===== src/hdl/swd_pkg.sv =====
`default_nettype none

package swd_pkg;

	// register file geometry
	localparam int NUM_DWELL = 5;
	localparam int DWELL_W   = 16;
	localparam int CFG_IDX_W = 3;
	localparam int SPEED_W   = 3;

	typedef logic [DWELL_W-1:0]   dwell_t;
	typedef logic [CFG_IDX_W-1:0] cfg_idx_t;
	typedef logic [SPEED_W-1:0]   speed_t;
	typedef logic [7:0]           byte_t;
	typedef logic [1:0]           phase_t;
	typedef logic [3:0]           coils_t;

	// configuration register indexes
	localparam cfg_idx_t REG_DWELL_0 = 3'd0;
	localparam cfg_idx_t REG_DWELL_4 = 3'd4;

	// item kinds
	localparam logic KIND_TICK = 1'b0;
	localparam logic KIND_CMD  = 1'b1;

	// command bytes
	localparam byte_t CMD_START   = 8'h73;
	localparam byte_t CMD_STOP    = 8'h66;
	localparam byte_t CMD_REVERSE = 8'h72;
	localparam byte_t CMD_FASTER  = 8'h2B;
	localparam byte_t CMD_SLOWER  = 8'h2D;
	localparam byte_t DIGIT_ZERO  = 8'h30;

	localparam speed_t TOP_SPEED = 3'd4;

	// dwell times after reset, slowest first
	localparam dwell_t DWELL_RESET [NUM_DWELL] = '{
		16'd2000, 16'd1000, 16'd500, 16'd300, 16'd100
	};

endpackage

`default_nettype wire


===== src/hdl/swd_ifs.sv =====
`default_nettype none

// command / tick channel
interface swd_in_if;
	logic        valid;
	logic        ready;
	logic        cmd;
	logic [7:0]  rx_byte;

	modport source (output valid, output cmd, output rx_byte, input ready);
	modport sink   (input valid, input cmd, input rx_byte, output ready);
endinterface

// drive state and echo channel
interface swd_out_if;
	logic        valid;
	logic        ready;
	logic [3:0]  coils;
	logic        power_led;
	logic        reverse_led;
	logic        tx_valid;
	logic [7:0]  tx_byte;

	modport source (output valid, output coils, output power_led, output reverse_led,
		output tx_valid, output tx_byte, input ready);
	modport sink   (input valid, input coils, input power_led, input reverse_led,
		input tx_valid, input tx_byte, output ready);
endinterface

`default_nettype wire


===== src/hdl/swd_dwell_regs.sv =====
`default_nettype none

module swd_dwell_regs (
	input  wire logic            clk,
	input  wire logic            arst_n,
	input  wire logic            cfg_we,
	input  wire swd_pkg::cfg_idx_t cfg_index,
	input  wire swd_pkg::dwell_t cfg_wdata,
	input  wire swd_pkg::speed_t speed,
	output swd_pkg::dwell_t      dwell
);
	import swd_pkg::*;

	dwell_t dwell_q [NUM_DWELL];
	speed_t lvl;

	// dwell register file, indexes beyond the last are dropped
	always_ff @(posedge clk or negedge arst_n) begin
		if (!arst_n) begin
			for (int i = 0; i < NUM_DWELL; i++) begin
				dwell_q[i] <= DWELL_RESET[i];
			end
		end else if (cfg_we && (cfg_index >= REG_DWELL_0) && (cfg_index <= REG_DWELL_4)) begin
			dwell_q[cfg_index] <= cfg_wdata;
		end
	end

	// level lookup, clamped to the top speed
	always_comb begin
		lvl   = (speed > TOP_SPEED) ? TOP_SPEED : speed;
		dwell = dwell_q[lvl];
	end

endmodule

`default_nettype wire


===== src/hdl/stepper_wave_drive_uart_control.sv =====
// channel   dir  payload                                       transfer
// cmd_ch    in   cmd[0], rx_byte[7:0]                          valid & ready
// res_ch    out  coils[3:0], power_led, reverse_led,           valid & ready
//                tx_valid, tx_byte[7:0]
// cfg       in   cfg_we, cfg_index[2:0], cfg_wdata[15:0]       cfg_we
//
// one item per cycle sustained while res_ch is not stalled; the result is registered behind the item register
// item register feeds the state update, which writes the result register
// result register stalls keep the item register; cmd_ch.ready drops only when both are full
// arst_n clears power, direction, speed, phase and loads the dwell defaults
`default_nettype none

module stepper_wave_drive_uart_control (
	input  wire logic              clk,
	input  wire logic              arst_n,
	swd_in_if.sink                 cmd_ch,
	swd_out_if.source              res_ch,
	input  wire logic              cfg_we,
	input  wire swd_pkg::cfg_idx_t cfg_index,
	input  wire swd_pkg::dwell_t   cfg_wdata
);
	import swd_pkg::*;

	// item register
	logic   valid_s1;
	logic   cmd_s1;
	byte_t  byte_s1;
	logic   advance;

	// controller state
	logic   power_q, rev_q, seq_active_q, seq_rev_q;
	speed_t speed_q;
	phase_t pos_q;
	dwell_t count_q, target_q;

	// next state
	logic   power_n, rev_n, seq_active_n, seq_rev_n;
	speed_t speed_n;
	phase_t pos_n;
	dwell_t count_n, target_n;
	dwell_t dwell_sel;
	dwell_t count_inc;
	logic   tx_valid_n;
	byte_t  tx_byte_n;
	coils_t coils_n;

	// result register
	logic   out_valid_q;
	coils_t coils_q;
	logic   power_led_q, reverse_led_q, tx_valid_q;
	byte_t  tx_byte_q;

	assign advance      = valid_s1 && (!out_valid_q || res_ch.ready);
	assign cmd_ch.ready = !valid_s1 || advance;

	// dwell lookup for the speed after this item
	swd_dwell_regs u_dwell (
		.clk       (clk),
		.arst_n    (arst_n),
		.cfg_we    (cfg_we),
		.cfg_index (cfg_index),
		.cfg_wdata (cfg_wdata),
		.speed     (speed_n),
		.dwell     (dwell_sel)
	);

	// capture the transferred item
	always_ff @(posedge clk or negedge arst_n) begin
		if (!arst_n) begin
			valid_s1 <= 1'b0;
		end else if (cmd_ch.ready) begin
			valid_s1 <= cmd_ch.valid;
		end
	end

	always_ff @(posedge clk) begin
		if (cmd_ch.valid && cmd_ch.ready) begin
			cmd_s1  <= cmd_ch.cmd;
			byte_s1 <= cmd_ch.rx_byte;
		end
	end

	// command decode, dwell timing and phase sequencing
	always_comb begin
		power_n      = power_q;
		rev_n        = rev_q;
		speed_n      = speed_q;
		seq_active_n = seq_active_q;
		seq_rev_n    = seq_rev_q;
		pos_n        = pos_q;
		count_n      = count_q;
		target_n     = target_q;
		tx_valid_n   = 1'b0;
		tx_byte_n    = '0;
		count_inc    = count_q + 16'd1;

		if (cmd_s1 == KIND_TICK) begin
			// tick: count up the running phase toward its dwell target
			if (seq_active_q) begin
				count_n = count_inc;
				if (count_inc >= target_q) begin
					if (!power_q) begin
						seq_active_n = 1'b0;
					end else if (rev_q == seq_rev_q) begin
						pos_n    = pos_q + 2'd1;
						count_n  = '0;
						target_n = dwell_sel;
					end else begin
						seq_rev_n = rev_q;
						pos_n     = '0;
						count_n   = '0;
						target_n  = dwell_sel;
					end
				end
			end
		end else begin
			case (byte_s1)
				CMD_START: begin
					if (!power_q) begin
						power_n    = 1'b1;
						tx_valid_n = 1'b1;
						tx_byte_n  = DIGIT_ZERO + {5'b0, speed_q};
					end
				end
				CMD_STOP: begin
					if (power_q) begin
						power_n    = 1'b0;
						tx_valid_n = 1'b1;
						tx_byte_n  = CMD_STOP;
					end
				end
				CMD_REVERSE: begin
					if (power_q) begin
						rev_n = !rev_q;
					end
				end
				CMD_FASTER: begin
					if (power_q) begin
						speed_n    = (speed_q < TOP_SPEED) ? speed_q + 3'd1 : TOP_SPEED;
						tx_valid_n = 1'b1;
						tx_byte_n  = DIGIT_ZERO + {5'b0, speed_n};
					end
				end
				CMD_SLOWER: begin
					if (power_q) begin
						speed_n    = (speed_q != '0) ? speed_q - 3'd1 : speed_q;
						tx_valid_n = 1'b1;
						tx_byte_n  = DIGIT_ZERO + {5'b0, speed_n};
					end
				end
				default: begin
				end
			endcase
		end

		// powered with nothing running: start the first phase at once
		if (power_n && !seq_active_n) begin
			seq_active_n = 1'b1;
			seq_rev_n    = rev_n;
			pos_n        = '0;
			count_n      = '0;
			target_n     = dwell_sel;
		end

		// one-hot coil drive, reverse order mirrors the position
		coils_n = '0;
		if (seq_active_n) begin
			coils_n[seq_rev_n ? ~pos_n : pos_n] = 1'b1;
		end
	end

	// state update
	always_ff @(posedge clk or negedge arst_n) begin
		if (!arst_n) begin
			power_q      <= 1'b0;
			rev_q        <= 1'b0;
			speed_q      <= '0;
			seq_active_q <= 1'b0;
			seq_rev_q    <= 1'b0;
			pos_q        <= '0;
			count_q      <= '0;
			target_q     <= '0;
		end else if (advance) begin
			power_q      <= power_n;
			rev_q        <= rev_n;
			speed_q      <= speed_n;
			seq_active_q <= seq_active_n;
			seq_rev_q    <= seq_rev_n;
			pos_q        <= pos_n;
			count_q      <= count_n;
			target_q     <= target_n;
		end
	end

	// result register
	always_ff @(posedge clk or negedge arst_n) begin
		if (!arst_n) begin
			out_valid_q <= 1'b0;
		end else if (advance) begin
			out_valid_q <= 1'b1;
		end else if (res_ch.ready) begin
			out_valid_q <= 1'b0;
		end
	end

	always_ff @(posedge clk) begin
		if (advance) begin
			coils_q       <= coils_n;
			power_led_q   <= power_n;
			reverse_led_q <= power_n && rev_n;
			tx_valid_q    <= tx_valid_n;
			tx_byte_q     <= tx_byte_n;
		end
	end

	assign res_ch.valid       = out_valid_q;
	assign res_ch.coils       = coils_q;
	assign res_ch.power_led   = power_led_q;
	assign res_ch.reverse_led = reverse_led_q;
	assign res_ch.tx_valid    = tx_valid_q;
	assign res_ch.tx_byte     = tx_byte_q;

`ifndef ASSERT_OFF
	a_power_runs: assert property (@(posedge clk) disable iff (!arst_n)
		power_q |-> seq_active_q)
		else $error("powered with no phase running");

	a_dwell_bound: assert property (@(posedge clk) disable iff (!arst_n)
		seq_active_q |-> (count_q <= target_q))
		else $error("dwell count passed its target");

	a_coils_onehot: assert property (@(posedge clk) disable iff (!arst_n)
		out_valid_q |-> ($onehot(coils_q) == power_led_q || $onehot(coils_q)))
		else $error("coil drive not one-hot while powered");

	a_echo_quiet: assert property (@(posedge clk) disable iff (!arst_n)
		(out_valid_q && !tx_valid_q) |-> (tx_byte_q == '0))
		else $error("echo byte without echo");

	a_stall_holds_item: assert property (@(posedge clk) disable iff (!arst_n)
		(valid_s1 && !advance) |=> valid_s1)
		else $error("stalled item lost");
`endif

endmodule

`default_nettype wire

===== src/flat_wrapper.sv =====
// flat-port wrapper written by rule: the top's interface ports become plain ports
module stepper_wave_drive_uart_control_flat import swd_pkg::*;
  (clk, arst_n, cfg_we, cfg_index, cfg_wdata, cmd_ch_valid, cmd_ch_cmd, cmd_ch_rx_byte, cmd_ch_ready, res_ch_valid, res_ch_coils, res_ch_power_led, res_ch_reverse_led, res_ch_tx_valid, res_ch_tx_byte, res_ch_ready);
  swd_in_if cmd_ch_i ();
  swd_out_if res_ch_i ();
  input  wire logic clk;
  input  wire logic arst_n;
  input  wire logic cfg_we;
  input  wire swd_pkg::cfg_idx_t cfg_index;
  input  wire swd_pkg::dwell_t cfg_wdata;
  input wire logic [$bits(cmd_ch_i.valid)-1:0] cmd_ch_valid;
  input wire logic [$bits(cmd_ch_i.cmd)-1:0] cmd_ch_cmd;
  input wire logic [$bits(cmd_ch_i.rx_byte)-1:0] cmd_ch_rx_byte;
  output wire logic [$bits(cmd_ch_i.ready)-1:0] cmd_ch_ready;
  output wire logic [$bits(res_ch_i.valid)-1:0] res_ch_valid;
  output wire logic [$bits(res_ch_i.coils)-1:0] res_ch_coils;
  output wire logic [$bits(res_ch_i.power_led)-1:0] res_ch_power_led;
  output wire logic [$bits(res_ch_i.reverse_led)-1:0] res_ch_reverse_led;
  output wire logic [$bits(res_ch_i.tx_valid)-1:0] res_ch_tx_valid;
  output wire logic [$bits(res_ch_i.tx_byte)-1:0] res_ch_tx_byte;
  input wire logic [$bits(res_ch_i.ready)-1:0] res_ch_ready;
  assign cmd_ch_i.valid = cmd_ch_valid;
  assign cmd_ch_i.cmd = cmd_ch_cmd;
  assign cmd_ch_i.rx_byte = cmd_ch_rx_byte;
  assign cmd_ch_ready = cmd_ch_i.ready;
  assign res_ch_valid = res_ch_i.valid;
  assign res_ch_coils = res_ch_i.coils;
  assign res_ch_power_led = res_ch_i.power_led;
  assign res_ch_reverse_led = res_ch_i.reverse_led;
  assign res_ch_tx_valid = res_ch_i.tx_valid;
  assign res_ch_tx_byte = res_ch_i.tx_byte;
  assign res_ch_i.ready = res_ch_ready;
  stepper_wave_drive_uart_control u_core (.clk(clk), .arst_n(arst_n), .cmd_ch(cmd_ch_i), .res_ch(res_ch_i), .cfg_we(cfg_we), .cfg_index(cfg_index), .cfg_wdata(cfg_wdata));
endmodule

===== config.mk =====
export PLATFORM = sky130hd
export DESIGN_NAME = stepper_wave_drive_uart_control_flat
export DESIGN_NICKNAME = d
export VERILOG_FILES = /design/src/hdl/swd_pkg.sv /design/src/hdl/swd_ifs.sv /design/src/hdl/swd_dwell_regs.sv /design/src/hdl/stepper_wave_drive_uart_control.sv /design/src/flat_wrapper.sv
export SDC_FILE = /design/constraint.sdc
export NUM_CORES = 1
export LEC_CHECK = 0
export CAP_MARGIN = 20
export CORE_UTILIZATION = 40
export DETAILED_ROUTE_END_ITERATION = 10
export DONT_BUFFER_PORTS = 1
export PLACE_DENSITY = 0.57
export SLEW_MARGIN = 25
export SYNTH_ARGS = -nofsm -noshare
export SYNTH_HDL_FRONTEND = slang
export SYNTH_HIERARCHICAL = 1
export SYNTH_SLANG_ARGS = --single-unit
export TNS_END_PERCENT = 5

===== constraint.sdc =====
create_clock -name clk -period 3.5 [get_ports clk]
set_clock_uncertainty 0.05 [all_clocks]
set_input_delay 0.525 -clock clk [delete_from_list [all_inputs] [get_ports clk]]
set_output_delay 0.525 -clock clk [all_outputs]
set_load 0.01 [all_outputs]

==> summary.txt <==
Final layout
  – Fraction of layout cells with a size suffix above 1: 35.2%
  – Most common cell after layout, fill and taps aside: mux2_2
  – Final Core Density: 46.7%
  – Multi-input combinational cell area: 3410 um^2
  – Register area: 3770 um^2
  – Commonest cells after routing, fill and taps aside: mux2_2 (104), dfrtp_1 (98), nand2_1 (53), inv_1 (37), a21oi_1 (30)
  – Fill cells: 1667
  – # nets final: 694
  – # diodes: 0
  – Layout area overhead: 13.7%
  – Post-route insts no fill: 883
  – Cell area after layout: 8420 um^2

Pwr
  – Total power: 5.40 mW
  – P_int: 3.73 mW
  – Clock power frac: 31.9%
  – Power Density: 641 nW/um^2
  – Switching power total: 1.67 mW
  – Leakage power total: 3.52 nW
  – Sw Share: 30.9%
  – Combinational power share: 26.1%
  – Reg power frac: 42.0%
  – Max rail drop VDD: 392 uV

Clocking
  – Clock sinks: 145
  – Worst-case clock buffer depth: 2
  – # H-tree levels: 4
  – CTS buffer count: 17
  – CTS tree: yes
  – Worst skew pair latency: 0.42 ns
  – Root Driver: clkbuf_16
  – Clock transition at path regs: 0.06 ns

Global route
  – Initial antenna violation count: 0
  – Pin count of the biggest net entering global routing: 124
  – First-pass GRT wire length: 25.6 mm
  – Vias in the first global route: 4992
  – Tot GR Track Use: 17.0%
  – Global route overflow: 0

STA
  – Setup TNS: 0 ns
  – PnR worst setup slack: 0.0568 ns
  – Fin crit share: 98.4%
  – FMAX: 290 MHz
  – RSZ-0062 raised after global routing: true
  – Worst slew pin tran: 0.736 ns
  – Max-slew violation count: 0
  – Final setup vio count: 0
  – Final Hold Slack: 0.0151 ns
  – Final hold violation count: 0
  – Slew Limit Headroom: 50.8%
  – Minimum clock period: 3.44 ns

Place
  – GPL Wtd Cong: 0.856
  – DP Cell Count: 848
  – IO Port Bufs: 0
  – Place WS: -0.0244 ns
  – Final HPWL DP: 10.0 mm
  – Placed cell areas: 7720 um^2

Worst setup path
  – Type of origin of the critical path: flip-flop
  – Worst endpoint data arrival time: 3.55 ns
  – Type of the worst setup path: flip-flop to flip-flop
  – R2R Path Start: u_core/count_q[4]$_DFFE_PN0P_
  – Worst Path Max Fanout: 5
  – CP Capture Type: flip-flop
  – Required @ worst endpoint: 3.61 ns
  – CP Launch Point: u_core/count_q[4]$_DFFE_PN0P_
  – FF-to-FF path depth: 15

Floorplanning
  – Die width: 138 um
  – Core area: 18000 um^2
  – Boundary pin count: 50
  – Chip height: 138 um
  – # rows: 49
  – Die area: 19000 um^2
  – Initial Utilization: 41.1%

Yosys
  – Cell Area, Synth: 7400 um^2
  – Post-Synth Adder-Cell Area: 3.38%
  – Top FF cell, synth: dfrtp_1
  – Xor and xnor area share after synthesis: 1.78%
  – Asr flop ratio synth: 84.8%
  – Syn_area_per_cell: 11.9 um^2
  – Cells after synthesis: 621
  – Largest family of logic cells by synthesized area: multiplexers
  – Distinct cells, synth: 60
  – Synth warn: 6
  – Synth Register Bits: 145
  – Sequential cell area fraction in the yosys report: 50.9%
  – Synth Area in Simple Gates: 10.4%
  – Post-synthesis compound-gate area fraction: 9.45%
  – EDFF count, synth: 22
  – Proportion of synthesized area in mux cells: 19.7%

Drt
  – Post-route ant nets: 0
  – Via density: 5.40
  – Routed wire per std cell: 17.1 um
  – DRT Pass-1 Iters: 5
  – Iteration-0 DRC Markers: 266
  – Final WL: 15.1 mm
  – Routed vias: 4771
  – Residual DRC: 0

Run status
  – Outcome: finished clean

Flow run
  – Number of max-cap violations: 0

Hold path
  – Worst hold path class: primary input to asynchronous set/reset pin
-- final timing paths --
kind	to	slack [ns]
hold reg to reg	u_core/u_dwell/dwell_q[23]$_DFFE_PN0P_	0.45
max in group asynchronous	u_core/u_dwell/dwell_q[30]$_DFFE_PN0P_	2.92
min in group clk	u_core/byte_s1[7]$_DFFE_PP_	0.15
hold / removal	u_core/count_q[4]$_DFFE_PN0P_	0.02
setup / recovery	u_core/res_ch.coils[0]$_SDFFCE_PN0P_	0.06
setup reg to reg	u_core/res_ch.coils[0]$_SDFFCE_PN0P_	0.06
-- cell usage after synthesis (6+ instances only) --
cell type,count,area share [%]
a211oi_1,7,0.71
o21ai_0,22,1.5
xnor2_1,10,1.2
ha_1,20,3.4
nor3_1,6,0.41
o22ai_1,16,1.4
dfrtp_1,98,33
nand2b_1,10,0.85
nor2_1,14,0.71
mux2_4,8,1.6
inv_1,37,1.9
edfxtp_1,22,8.9
dfstp_2,25,8.9
nand3_1,19,1.3
nand4_1,6,0.51
a21oi_1,31,2.1
nand2_1,54,2.7
clkbuf_1,9,0.46
mux2i_1,17,2.3
mux2_2,104,16
-- sequential cells by signal, summed over array words and instances, names as in the netlist, 2 cells and up --
register and flops:
u_core/u_dwell/dwell_q 80, u_core/count_q 16, u_core/target_q 16, u_core/byte_s1 8, u_core/res_ch.tx_byte 6, u_core/res_ch.coils 4
u_core/speed_q 3, u_core/pos_q 2
-- power by group through the flow --
| stage | Clock, mW | Sequential [mW] | Combinational [mW] |
|---|---|---|---|
| 6_report | 1.72 | 2.27 | 1.41 |
| 5_1_grt | 1.85 | 2.31 | 1.58 |
| 4_1_cts | 1.77 | 2.26 | 1.40 |
| 3_5_place_dp | 0 | 2.29 | 1.35 |
| 3_3_place_gp | 0 | 2.27 | 1.33 |
| 2_1_floorplan | 0 | 2.23 | 1.04 |
-- routing by layer --
metal,part of all wire [%],GRT usage [%]
met5,0,0
met1,45,21.7
met4,1.3,5.96
met3,3.1,3.50
met2,50,28.4
-- worst max-delay path: stages (launching register included) --
cell and delay, ns:
dfrtp_1 0.39, nand3_4 0.12, nor2_4 0.16, nand3_4 0.11
buf_4 0.17, or3_1 0.36, nand2_1 0.10, ha_1 0.24
a21oi_1 0.14, o21bai_1 0.09, a211oi_2 0.28, buf_4 0.20
a21oi_1 0.10, a211oi_4 0.28, mux2i_1 0.30, a21oi_1 0.11
-- logic make-up (layout without fill, tap and decap cells) --
kind of cell,count (synthesis),count (layout)
compound gates,106,106
xor+xnor,15,15
fa+ha+maj,20,20
buf+inv,62,94
flops,145,145
mux,129,129
other cells,1,2
simple gates,143,143
-- layout make-up --
| class | instances | area share (%) |
|---|---|---|
| multi-input cells | 415 | 40.5 |
| repair buffers | 25 | 2.81 |
| inverters | 37 | 1.65 |
| well taps | 229 | 3.40 |
| flip-flops and latches | 145 | 44.8 |
| clock buffers | 20 | 5.68 |
| clock inverters | 12 | 1.13 |
-- timing repair --
action                     CTS  global route
hold endpoints to repair   123             0
gates resized for setup      2            17
buffers inserted             0             2
hold buffers                 1             0
setup endpoints to repair    4            29
pin swaps                    1            14
No activity file was read; power rests on OpenSTA's default activity.
